[src/tbkeg_pkg.sv]
`timescale 1ns / 1ps

package tbkeg_pkg;

  localparam int SENSOR_COUNT  = 32;
  localparam int IDX_W         = $clog2(SENSOR_COUNT);
  localparam int KEY_REG_COUNT = 8;
  localparam int KEY_AW        = $clog2(KEY_REG_COUNT);
  localparam int CFG_DW        = 32;
  localparam int CODE_W        = 8;
  localparam int CODE_COUNT    = 1 << CODE_W;
  localparam int CNT_W         = 6;
  localparam logic [CNT_W-1:0] CNT_MAX = '1;

  // Default codes: '6'..'9', 'a'..'z', ',', '.'
  localparam logic [CFG_DW-1:0] KEY_RESET [KEY_REG_COUNT] = '{
    32'd959985462, 32'd1684234849, 32'd1751606885, 32'd1818978921,
    32'd1886350957, 32'd1953722993, 32'd2021095029, 32'd774666873
  };

  typedef struct packed {
    logic load;   // capture a new scan and start the sensor walk
    logic flush;  // emit the held event as the final one, then commit the map
  } cmd_t;

  typedef struct packed {
    logic walk_done;
    logic flush_done;
  } sts_t;

  // Reverse the order of the four 2-bit pairs, keeping bit order within a pair
  function automatic logic [7:0] swap_pairs(input logic [7:0] b);
    swap_pairs = {b[1:0], b[3:2], b[5:4], b[7:6]};
  endfunction

endpackage

[src/tbkeg_ctrl.sv]
`timescale 1ns / 1ps

module tbkeg_ctrl import tbkeg_pkg::*; (
  input  logic clk_i,
  input  logic rst_ni,
  input  logic in_valid_i,
  output logic in_ready_o,
  output cmd_t cmd_o,
  input  sts_t sts_i
);

  typedef enum logic [1:0] {
    S_IDLE,
    S_WALK,
    S_FLUSH
  } state_e;

  state_e state_q, state_d;
  logic   in_ready_q;

  assign in_ready_o  = in_ready_q;
  assign cmd_o.load  = in_valid_i && in_ready_q;
  assign cmd_o.flush = (state_q == S_FLUSH);

  always_comb begin
    state_d = state_q;
    unique case (state_q)
      S_IDLE:  if (in_valid_i) state_d = S_WALK;
      S_WALK:  if (sts_i.walk_done) state_d = S_FLUSH;
      S_FLUSH: if (sts_i.flush_done) state_d = S_IDLE;
      default: state_d = S_IDLE;
    endcase
  end

  always_ff @(posedge clk_i or negedge rst_ni) begin
    if (!rst_ni) begin
      state_q    <= S_IDLE;
      in_ready_q <= 1'b1;
    end else begin
      state_q    <= state_d;
      in_ready_q <= (state_d == S_IDLE);
    end
  end

endmodule

[src/tbkeg_datapath.sv]
`timescale 1ns / 1ps

module tbkeg_datapath import tbkeg_pkg::*; (
  input  logic              clk_i,
  input  logic              rst_ni,
  input  cmd_t              cmd_i,
  output sts_t              sts_o,
  input  logic [7:0]        touch_byte_a_i,
  input  logic [7:0]        touch_byte_b_i,
  input  logic [7:0]        touch_byte_c_i,
  input  logic [7:0]        touch_byte_d_i,
  input  logic              cfg_we_i,
  input  logic [KEY_AW-1:0] cfg_index_i,
  input  logic [CFG_DW-1:0] cfg_wdata_i,
  output logic              out_valid_o,
  input  logic              out_ready_i,
  output logic [CODE_W-1:0] key_code_o,
  output logic              is_release_o,
  output logic              last_event_o
);

  logic [31:0]             map_full;
  logic [SENSOR_COUNT-1:0] map_q, prev_map_q;
  logic [CFG_DW-1:0]       key_regs_q [KEY_REG_COUNT];

  // Stage A: sensor index and memory read
  logic              a_act_q;
  logic [IDX_W-1:0]  a_idx_q;
  logic [CFG_DW-1:0] a_key;
  logic [CODE_W-1:0] a_code;

  // Stage B: count update and event decision
  logic              b_valid_q, b_rise_q, b_fall_q;
  logic [CODE_W-1:0] b_code_q;

  logic [CNT_W-1:0]  cnt_mem [CODE_COUNT];
  logic              cnt_vld_q [CODE_COUNT];
  logic [CNT_W-1:0]  rd_cnt_q;
  logic              rd_vld_q;

  logic              fwd_valid_q;
  logic [CODE_W-1:0] fwd_code_q;
  logic [CNT_W-1:0]  fwd_cnt_q;

  logic              pend_valid_q, pend_rel_q;
  logic [CODE_W-1:0] pend_code_q;

  logic              out_valid_q, out_rel_q, out_last_q;
  logic [CODE_W-1:0] out_code_q;

  logic [CNT_W-1:0]  cur_cnt, new_cnt;
  logic              cnt_we, b_event, stall, adv;
  logic              out_free, push_mid, push_last, flush_done;

  assign map_full = {swap_pairs(touch_byte_d_i), swap_pairs(touch_byte_c_i),
                     swap_pairs(touch_byte_b_i), swap_pairs(touch_byte_a_i)};

  assign a_key  = key_regs_q[KEY_AW'(a_idx_q >> 2)];
  assign a_code = a_key[{a_idx_q[1:0], 3'b000} +: CODE_W];

  always_comb begin
    if (fwd_valid_q && (fwd_code_q == b_code_q)) begin
      cur_cnt = fwd_cnt_q;
    end else if (rd_vld_q) begin
      cur_cnt = rd_cnt_q;
    end else begin
      cur_cnt = '0;
    end
    new_cnt = cur_cnt;
    cnt_we  = 1'b0;
    b_event = 1'b0;
    if (b_valid_q && b_rise_q) begin
      new_cnt = (cur_cnt == CNT_MAX) ? CNT_MAX : cur_cnt + CNT_W'(1);
      cnt_we  = 1'b1;
      b_event = 1'b1;
    end else if (b_valid_q && b_fall_q && (cur_cnt != '0)) begin
      new_cnt = cur_cnt - CNT_W'(1);
      cnt_we  = 1'b1;
      b_event = (cur_cnt == CNT_W'(1));
    end
  end

  assign out_free   = !out_valid_q || out_ready_i;
  assign stall      = b_event && pend_valid_q && !out_free;
  assign adv        = !stall;
  assign push_mid   = adv && b_event && pend_valid_q;
  assign flush_done = !pend_valid_q || out_free;
  assign push_last  = cmd_i.flush && pend_valid_q && out_free;

  assign sts_o.walk_done  = !a_act_q && !b_valid_q;
  assign sts_o.flush_done = flush_done;

  always_ff @(posedge clk_i or negedge rst_ni) begin
    if (!rst_ni) begin
      for (int k = 0; k < KEY_REG_COUNT; k++) begin
        key_regs_q[k] <= KEY_RESET[k];
      end
    end else if (cfg_we_i) begin
      key_regs_q[cfg_index_i] <= cfg_wdata_i;
    end
  end

  always_ff @(posedge clk_i) begin
    if (cmd_i.load) begin
      map_q <= map_full[SENSOR_COUNT-1:0];
    end
    if (adv) begin
      b_code_q <= a_code;
      b_rise_q <= map_q[a_idx_q] && !prev_map_q[a_idx_q];
      b_fall_q <= !map_q[a_idx_q] && prev_map_q[a_idx_q];
      rd_cnt_q <= cnt_mem[a_code];
    end
    if (adv && cnt_we) begin
      cnt_mem[b_code_q] <= new_cnt;
      fwd_code_q        <= b_code_q;
      fwd_cnt_q         <= new_cnt;
    end
    if (adv && b_event) begin
      pend_code_q <= b_code_q;
      pend_rel_q  <= b_fall_q;
    end
    if (push_mid || push_last) begin
      out_code_q <= pend_code_q;
      out_rel_q  <= pend_rel_q;
      out_last_q <= push_last;
    end
  end

  always_ff @(posedge clk_i or negedge rst_ni) begin
    if (!rst_ni) begin
      for (int k = 0; k < CODE_COUNT; k++) begin
        cnt_vld_q[k] <= 1'b0;
      end
      rd_vld_q <= 1'b0;
    end else if (adv) begin
      rd_vld_q <= cnt_vld_q[a_code];
      if (cnt_we) begin
        cnt_vld_q[b_code_q] <= 1'b1;
      end
    end
  end

  always_ff @(posedge clk_i or negedge rst_ni) begin
    if (!rst_ni) begin
      prev_map_q   <= '0;
      a_act_q      <= 1'b0;
      a_idx_q      <= '0;
      b_valid_q    <= 1'b0;
      fwd_valid_q  <= 1'b0;
      pend_valid_q <= 1'b0;
      out_valid_q  <= 1'b0;
    end else begin
      if (cmd_i.load) begin
        a_act_q <= 1'b1;
        a_idx_q <= '0;
      end else if (adv && a_act_q) begin
        a_idx_q <= a_idx_q + IDX_W'(1);
        if (a_idx_q == IDX_W'(SENSOR_COUNT - 1)) begin
          a_act_q <= 1'b0;
        end
      end
      if (adv) begin
        b_valid_q <= a_act_q;
      end
      if (adv && cnt_we) begin
        fwd_valid_q <= 1'b1;
      end
      if (adv && b_event) begin
        pend_valid_q <= 1'b1;
      end else if (push_last) begin
        pend_valid_q <= 1'b0;
      end
      if (push_mid || push_last) begin
        out_valid_q <= 1'b1;
      end else if (out_ready_i) begin
        out_valid_q <= 1'b0;
      end
      if (cmd_i.flush && flush_done) begin
        prev_map_q <= map_q;
      end
    end
  end

  assign out_valid_o  = out_valid_q;
  assign key_code_o   = out_code_q;
  assign is_release_o = out_rel_q;
  assign last_event_o = out_last_q;

endmodule

[src/touch_bitmap_key_event_generator.sv]
`timescale 1ns / 1ps
// Event path: an event is held until the next one of its scan is found, or until the flush
//   for the final one; it passes stage A, stage B and the hold register to the output register.
// Throughput: one scan at a time, the next accepted only once the held event is flushed;
//   one sensor per cycle, stalled only when a new event meets a waiting one and output is full.
// Reset: previous map cleared, press counts read as zero, key codes return to defaults.
// Press counts live in a 256 x 6 memory; per-entry valid flops clear at reset at once.

module touch_bitmap_key_event_generator import tbkeg_pkg::*; (
  input  logic              clk_i,
  input  logic              rst_ni,
  // scan input
  input  logic              in_valid_i,
  output logic              in_ready_o,
  input  logic [7:0]        touch_byte_a_i,
  input  logic [7:0]        touch_byte_b_i,
  input  logic [7:0]        touch_byte_c_i,
  input  logic [7:0]        touch_byte_d_i,
  // key code register writes
  input  logic              cfg_we_i,
  input  logic [KEY_AW-1:0] cfg_index_i,
  input  logic [CFG_DW-1:0] cfg_wdata_i,
  // key events
  output logic              out_valid_o,
  input  logic              out_ready_i,
  output logic [CODE_W-1:0] key_code_o,
  output logic              is_release_o,
  output logic              last_event_o
);

  cmd_t cmd;
  sts_t sts;

  // Sequencer: accept a scan, wait for the sensor walk, then flush the held event
  // with its final-event mark before accepting the next transaction.
  tbkeg_ctrl u_ctrl (
    .clk_i      (clk_i),
    .rst_ni     (rst_ni),
    .in_valid_i (in_valid_i),
    .in_ready_o (in_ready_o),
    .cmd_o      (cmd),
    .sts_i      (sts)
  );

  // Datapath: pair-swapped map capture, edge detection per sensor, press count
  // read-modify-write with forwarding, one-deep hold of the latest event so the
  // last one of a scan can be marked, and the output register.
  tbkeg_datapath u_datapath (
    .clk_i          (clk_i),
    .rst_ni         (rst_ni),
    .cmd_i          (cmd),
    .sts_o          (sts),
    .touch_byte_a_i (touch_byte_a_i),
    .touch_byte_b_i (touch_byte_b_i),
    .touch_byte_c_i (touch_byte_c_i),
    .touch_byte_d_i (touch_byte_d_i),
    .cfg_we_i       (cfg_we_i),
    .cfg_index_i    (cfg_index_i),
    .cfg_wdata_i    (cfg_wdata_i),
    .out_valid_o    (out_valid_o),
    .out_ready_i    (out_ready_i),
    .key_code_o     (key_code_o),
    .is_release_o   (is_release_o),
    .last_event_o   (last_event_o)
  );

endmodule

[config.mk]
export PLATFORM = sky130hd
export DESIGN_NAME = touch_bitmap_key_event_generator
export DESIGN_NICKNAME = d
export VERILOG_FILES = /design/src/tbkeg_pkg.sv /design/src/tbkeg_ctrl.sv /design/src/tbkeg_datapath.sv /design/src/touch_bitmap_key_event_generator.sv
export SDC_FILE = /design/constraint.sdc
export NUM_CORES = 2
export LEC_CHECK = 0
export ABC_AREA = 1
export BUFFER_PORTS_ARGS = -buffer_cell sky130_fd_sc_hd__buf_2
export CAP_MARGIN = 0
export CORE_MARGIN = 2
export CORE_UTILIZATION = 35
export CTS_BUF_LIST = sky130_fd_sc_hd__clkbuf_8
export CTS_CLUSTER_DIAMETER = 40
export CTS_CLUSTER_SIZE = 40
export DETAILED_ROUTE_END_ITERATION = 7
export PLACE_DENSITY = 0.57
export SYNTH_ARGS = -nofsm -noshare
export SYNTH_HDL_FRONTEND = slang
export SYNTH_SLANG_ARGS = --single-unit
[constraint.sdc]
create_clock -name clk_i -period 13.9 [get_ports clk_i]
set_input_delay 2.78 -clock clk_i [delete_from_list [all_inputs] [get_ports clk_i]]
set_output_delay 2.78 -clock clk_i [all_outputs]
set_load 0.01 [all_outputs]
Yosys cells after proc, flatten, opt, wreduce, memory -nomap -nowiden:

Memories as Yosys holds them, arrays and structs flattened. A register that Yosys moved wholly into a read port is not among the register bits.
Index checks and enable logic that the tools add are counted.

* register bits: 633
* output and inout port bits: 12
* bits in writable memories: 1536
* word-level logic and storage cells: 388
* memories kept: 1
* input bits: 72

* $add $sub $neg: 3
* shifts and indexed selects: 1
* reduce and logical (&&, ||, !) cells: 40
* bitwise gates (word level): 6
* mux-type cells: 39
* equal/unequal tests: 6
* magnitude comparators: 7

Memories
* u_datapath.cnt_mem: depth 256, bits a word 6, read ports 1, clocked after Yosys merged registers in 1, wr ports 1, line tbkeg_datapath.sv:36 `logic [CNT_W-1:0] cnt_mem [CODE_COUNT];`

Operator list (count)
* 256-bit bitwise mux: 1
* 256-bit OR: 1
* 32-bit binary-select mux with 3-bit select: 1
* 32-bit demux with 3-bit select: 1
* 32-bit two-way mux: 3
* 32-bit by 6-bit indexed part select with 8-bit output: 1
* 6-bit two-way mux: 5
* 1-bit logical AND: 19
* 9-bit greater-or-equal comparator (second input constant): 2
* 1-bit two-way mux: 18
* 8-bit inverter with 9-bit output: 2
* 1-bit binary-select mux with 5-bit select: 2
* 5-bit two-way mux: 2
* 1-bit zero test: 9
* 9-bit by 1-bit less-than comparator with 1-bit output (second input constant): 1
* 1-bit binary-select mux with 8-bit select: 1
* 1-bit demux with 8-bit select: 1
* 8-bit equality test: 1
* 4-bit greater-or-equal comparator (second input constant): 2
* 3-bit inverter with 4-bit output: 2
* 2-bit nonzero test: 4
* 6-bit by 1-bit adder with 6-bit output (second input constant): 1
* 6-bit by 1-bit equality test with 1-bit output (second input constant): 1
* 6-bit equality test (second input constant): 1
* other kinds (14): 20

Depth between registers and ports, before layout:

* depth after elaboration: 14
* depth in mapped cells: 24
* gate-level depth less buffers: 20

Cells and area by module:

A second synthesis with hierarchy kept.

* cell total of the unflattened synthesis: 8709
* area total of the unflattened synthesis: 92208.4 µm²

By module, submodules not included
* tbkeg_datapath: cells an instance 8692, seq. area each 62613.8 µm², area an instance 92064.5 µm², times used 1
* tbkeg_ctrl: cells an instance 17, seq. area each 76.3 µm², area an instance 143.9 µm², times used 1

Worst setup path after synthesis:

No wires, ideal clock.

* kind: reg2reg
* from: reg u_datapath.b_code_q[1]
* to: mem u_datapath.cnt_mem[0][4] (data pin)
* cell stages (with the launch flop): 15
* setup time: 2.196 ns
* path slack: -0.636 ns
* required time: 11.704 ns
* arrival: 12.340 ns
* clock period less this slack: 14.536 ns
* buffers on the path: 1
* cells stage by stage: edfxtp_1 xor2_1 nor3_2 nand4_2 buf_6 o21ai_0 inv_1 ha_1 nand4_1 nand2_2 inv_1 nand2_1 o21ai_0 nand2_1 o21ai_0

* word-level cells in the longest chain between the ends: 7
* elaborated cells on any way between the ends: 11
* classes of those cells: 2 x add/sub; 2 x eq/ne; 4 x mux; 3 x reduce/logical

Ends and longest elaborated chain
* start, declared: line tbkeg_datapath.sv:34 `logic [CODE_W-1:0] b_code_q;`
* start signal, assigned: line tbkeg_datapath.sv:108 `b_code_q <= a_code;`
* 8-bit equality test (*): line tbkeg_datapath.sv:62 `if (fwd_valid_q && (fwd_code_q == b_code_q)) begin`
* 1-bit logical AND (*): line tbkeg_datapath.sv:62
* 6-bit two-way mux (*): line tbkeg_datapath.sv:62
* branches (longest 3 deep; another with 6-bit by 1-bit subtractor with 6-bit output)
* 6-bit two-way mux (*): line tbkeg_datapath.sv:72 `if (b_valid_q && b_rise_q) begin`
* named net u_datapath.new_cnt[4]: line tbkeg_datapath.sv:51 `logic [CNT_W-1:0] cur_cnt, new_cnt;`
* end, declared: line tbkeg_datapath.sv:36

Mark *: on every way through the listed nets, which the timed path passes.

Worst setup path after layout:

* from: reg u_datapath.a_idx_q[2]
* to: reg u_datapath.rd_cnt_q[2] (read register of u_datapath.cnt_mem) (data pin)

* word-level cells in the longest chain between the ends: 5

Ends and longest elaborated chain
* start, declared: line tbkeg_datapath.sv:28 `logic [IDX_W-1:0] a_idx_q;`
* start signal, assigned: line tbkeg_datapath.sv:157 `a_idx_q <= a_idx_q + IDX_W'(1);`
* 3-bit inverter with 4-bit output (implied by the code): line tbkeg_datapath.sv:58 `assign a_key = key_regs_q[KEY_AW'(a_idx_q >> 2)];`
* 32-bit binary-select mux with 3-bit select: line tbkeg_datapath.sv:58
* 32-bit two-way mux (implied by the code) (2 in a row): line tbkeg_datapath.sv:58
* 32-bit by 6-bit indexed part select with 8-bit output: line tbkeg_datapath.sv:59 `assign a_code = a_key[{a_idx_q[1:0], 3'b000} +: CODE_W];`
* end, declared: line tbkeg_datapath.sv:38 `logic [CNT_W-1:0] rd_cnt_q;`

Every way passes these cells. The select of a mux whose other input is x is not followed.
A chain may end at the register's enable or synchronous reset.

==> flow_metrics.tcl <==
set metrics [dict create \
    outcome "complete, but fails checks" \
    violations "slew limit" \
    numCtsBuffers 335 \
    io_pins 84 \
    finalCritPeriodShare_pct 51.5 \
    cts_max_path_buffers 4 \
    fp.coreArea_um2 257000 \
    antenna_found_initial 7 \
    rsz0062_at_grt "false" \
    arrival_ns 8.07 \
    yosysWarnings 0 \
    drive_gt1_share_pct 11.6 \
    ys_types 42 \
    min_period_ns 7.16 \
    cts.sinks 2175 \
    syn-num-nets 8320 \
    vias 63800 \
    vias_per_cell 5.40 \
    rows 186 \
    final.setup_skew_ns 0.0824 \
    place.gp.congestion 0.821 \
    nets 8236 \
    drt_wl_total_um 264000 \
    drtAntennaViolNets 0 \
    slew_headroom_pct -1.61 \
    drt_pass1_iterations 6 \
    syn2layout_area_growth_pct 11.4 \
    synth_cells 8242 \
    drt_iter0_markers 7449 \
    worst_setup_path_end_kind "register" \
    track_usage_pct 19.6 \
    tightest_slew_ns 1.52 \
    die_area_um2 264000 \
    holdBufCountCts 0 \
    critPathMaxFanout 220 \
    hold_viol 0 \
    cts-root-buf "clkbuf_8" \
    clk_pin_slew_worst_paths_ns 0.08 \
    synth_area_um2 90800 \
    grt.overflow.total 0 \
    clkLatencyLatePin_ns 1.08 \
    ys_seq_area_share_pct 69.0 \
    drc 0 \
    cts_resized 0 \
    maxSlewViolCount 58 \
    worstSetupStartpointType "register" \
    grt_max_degree 233 \
    placed_cells 11200 \
    holdWs_ns 0.423 \
    maxCapViolCount 0 \
    stdcell_count 11800 \
    fin_tns_setup_ns 0 \
    wl_per_cell_um 22.4 \
    die_y_um 513 \
    ys_seq_elements 2175 \
    synth_ff_type "edfxtp_1" \
    crit_type "reg -> reg" \
    initial_utilization_pct 35.3 \
    avgSynthCellArea_um2 11.0 \
    synth_edf_count 1617 \
    async_flop_share_pct 25.7 \
    htree_levels 5 \
    grt_pass1_vias 62800 \
    post_cts_buffers 0 \
    setup_viol 0 \
    n_fill_cell 24900 \
    required_ns 14.80 \
    dp_hpwl_um 140000 \
    fp.dieW_um 513 \
    grt_pass1_wl_um 399000 \
    port_buffers 83 \
    max_freq_mhz 140 \
    cts_tree "built" \
    hp-class "reg -> reg" \
]
-- registers in the layout (all words and copies together), names as in the netlist, 8 cells and up --
name,flops
u_datapath.map_q,32
u_datapath.pend_code_q,8
u_datapath.prev_map_q,32
u_datapath.key_regs_q,256
u_datapath.b_code_q,8
u_datapath.fwd_code_q,8
u_datapath.cnt_mem,1536
u_datapath.cnt_vld_q,256
u_datapath.key_code_o,8
-- final cells by class --
type / count / area [um2] / area share, %
flip-flops and latches: 2175 / 62700 / 62.0
multi-input cells: 5127 / 24300 / 24.0
clock buffers: 348 / 4790 / 4.74
well taps: 3384 / 4230 / 4.19
clock inverters: 246 / 2550 / 2.52
repair buffers: 191 / 1350 / 1.33
inverters: 328 / 1250 / 1.24
diodes: 2 / 5.00 / 0.00495
-- worst max-delay path, cell delays in order, from the launching register on --
cell     delay (ns)
dfrtp_4        0.72
inv_4          0.40
nand2_1        0.10
nand3_1        0.08
nand3_1        0.08
nand2_1        0.08
nand2_1        0.08
nand3_4        0.46
nand2_8        0.52
inv_8          0.80
buf_12         0.46
buf_12         0.80
o21ai_0        0.17
o22ai_1        0.23
nand2_1        0.09
nand2_1        0.16
nand2_1        0.07
nand3_1        0.10
nand3_1        0.28
nand3_1        0.35
nand3_1        0.15
nand2_1        0.08
-- synthesized netlist by cell type, types with 4 or more instances --
cell / instances / share of area, %
o211ai_1: 107 / 0.88
inv_1: 317 / 1.3
buf_4: 30 / 0.25
edfxtp_1: 1617 / 53
ha_1: 6 / 0.083
dfrtp_1: 422 / 12
clkbuf_1: 320 / 1.3
nand2_4: 10 / 0.12
buf_1: 35 / 0.14
o21bai_1: 132 / 1.1
nor2_1: 1205 / 5.0
buf_6: 22 / 0.27
xor2_1: 5 / 0.048
nor3_1: 4 / 0.022
o21ai_0: 1212 / 6.7
inv_2: 9 / 0.037
o221ai_1: 41 / 0.40
dfstp_2: 136 / 3.9
a21oi_1: 49 / 0.27
o21ai_1: 115 / 0.63
buf_2: 203 / 1.1
o22ai_1: 189 / 1.3
mux2_2: 20 / 0.25
o21ai_2: 4 / 0.039
nand3_1: 843 / 4.6
nand2_2: 6 / 0.041
nand2_1: 1164 / 4.8
-- through the flow --
step	setup slack, ns	cell area (um2)	utilization, %
2_1_floorplan	3.77	90800	-
3_3_place_gp	7.00	93800	36.4
3_5_place_dp	6.99	93800	36.4
4_1_cts	6.93	101000	39.3
5_1_grt	6.44	101000	39.3
6_report	6.74	101000	39.3
-- routing by layer --
metal  global-route usage (%)  up-vias  share of wire (%)
li1                         -    28800                  -
met1                     27.4    31900                 44
met2                     30.5     2660                 45
met3                     3.62      465                7.8
met4                     6.69        2                3.1
met5                        0        -             0.0045
-- logic make-up (layout without fill, tap and decap cells) --
| kind of cell | after synthesis | after routing | share of synthesized area (%) |
|---|---|---|---|
| simple gates | 3238 | 3238 | 14.7 |
| buf+inv | 940 | 1113 | 4.49 |
| xor+xnor | 7 | 7 | 0.0675 |
| other cells | 0 | 2 | 0 |
| compound gates | 1856 | 1856 | 11.4 |
| fa+ha+maj | 6 | 6 | 0.0827 |
| flops | 2175 | 2175 | 69.0 |
| mux | 20 | 20 | 0.248 |
-- final timing paths --
kind,from,endpoint,slack [ns],depth (start not counted)
min in group asynchronous,rst_ni,u_datapath.key_regs_q[83],1.68,1
worst max-delay path,u_datapath.a_idx_q[2],u_datapath.rd_cnt_q[2],6.74,21
worst max register to register,u_datapath.a_idx_q[2],u_datapath.rd_cnt_q[2],6.74,21
worst min register to register,u_datapath.pend_code_q[1],u_datapath.key_code_o[1],0.42,0
worst min-delay path,u_datapath.pend_code_q[1],u_datapath.key_code_o[1],0.42,0
max in group asynchronous,rst_ni,u_datapath.a_idx_q[2],9.67,3
-- cells in the final DEF, fill, tap and decap left out, types with 14 or more instances in the layout --
master and instances:
dfrtp_1 418, inv_8 14, inv_6 58, nand2_1 1140, o21ai_0 1208, bufinv_16 33, nand3_1 840, clkbuf_8 348
nor2_1 1205, o211ai_1 107, buf_4 99, o221ai_1 41, o21ai_1 112, buf_2 82, mux2_2 20, o22ai_1 189
o21bai_1 132, dfstp_2 136, inv_1 350, edfxtp_1 1617, a21oi_1 49, clkinvlp_4 34, clkinv_4 39, clkinv_2 21
nand2_2 24
Power is not shown: default switching activity piles up to over one toggle a cycle in this logic, so the estimate is an artifact.
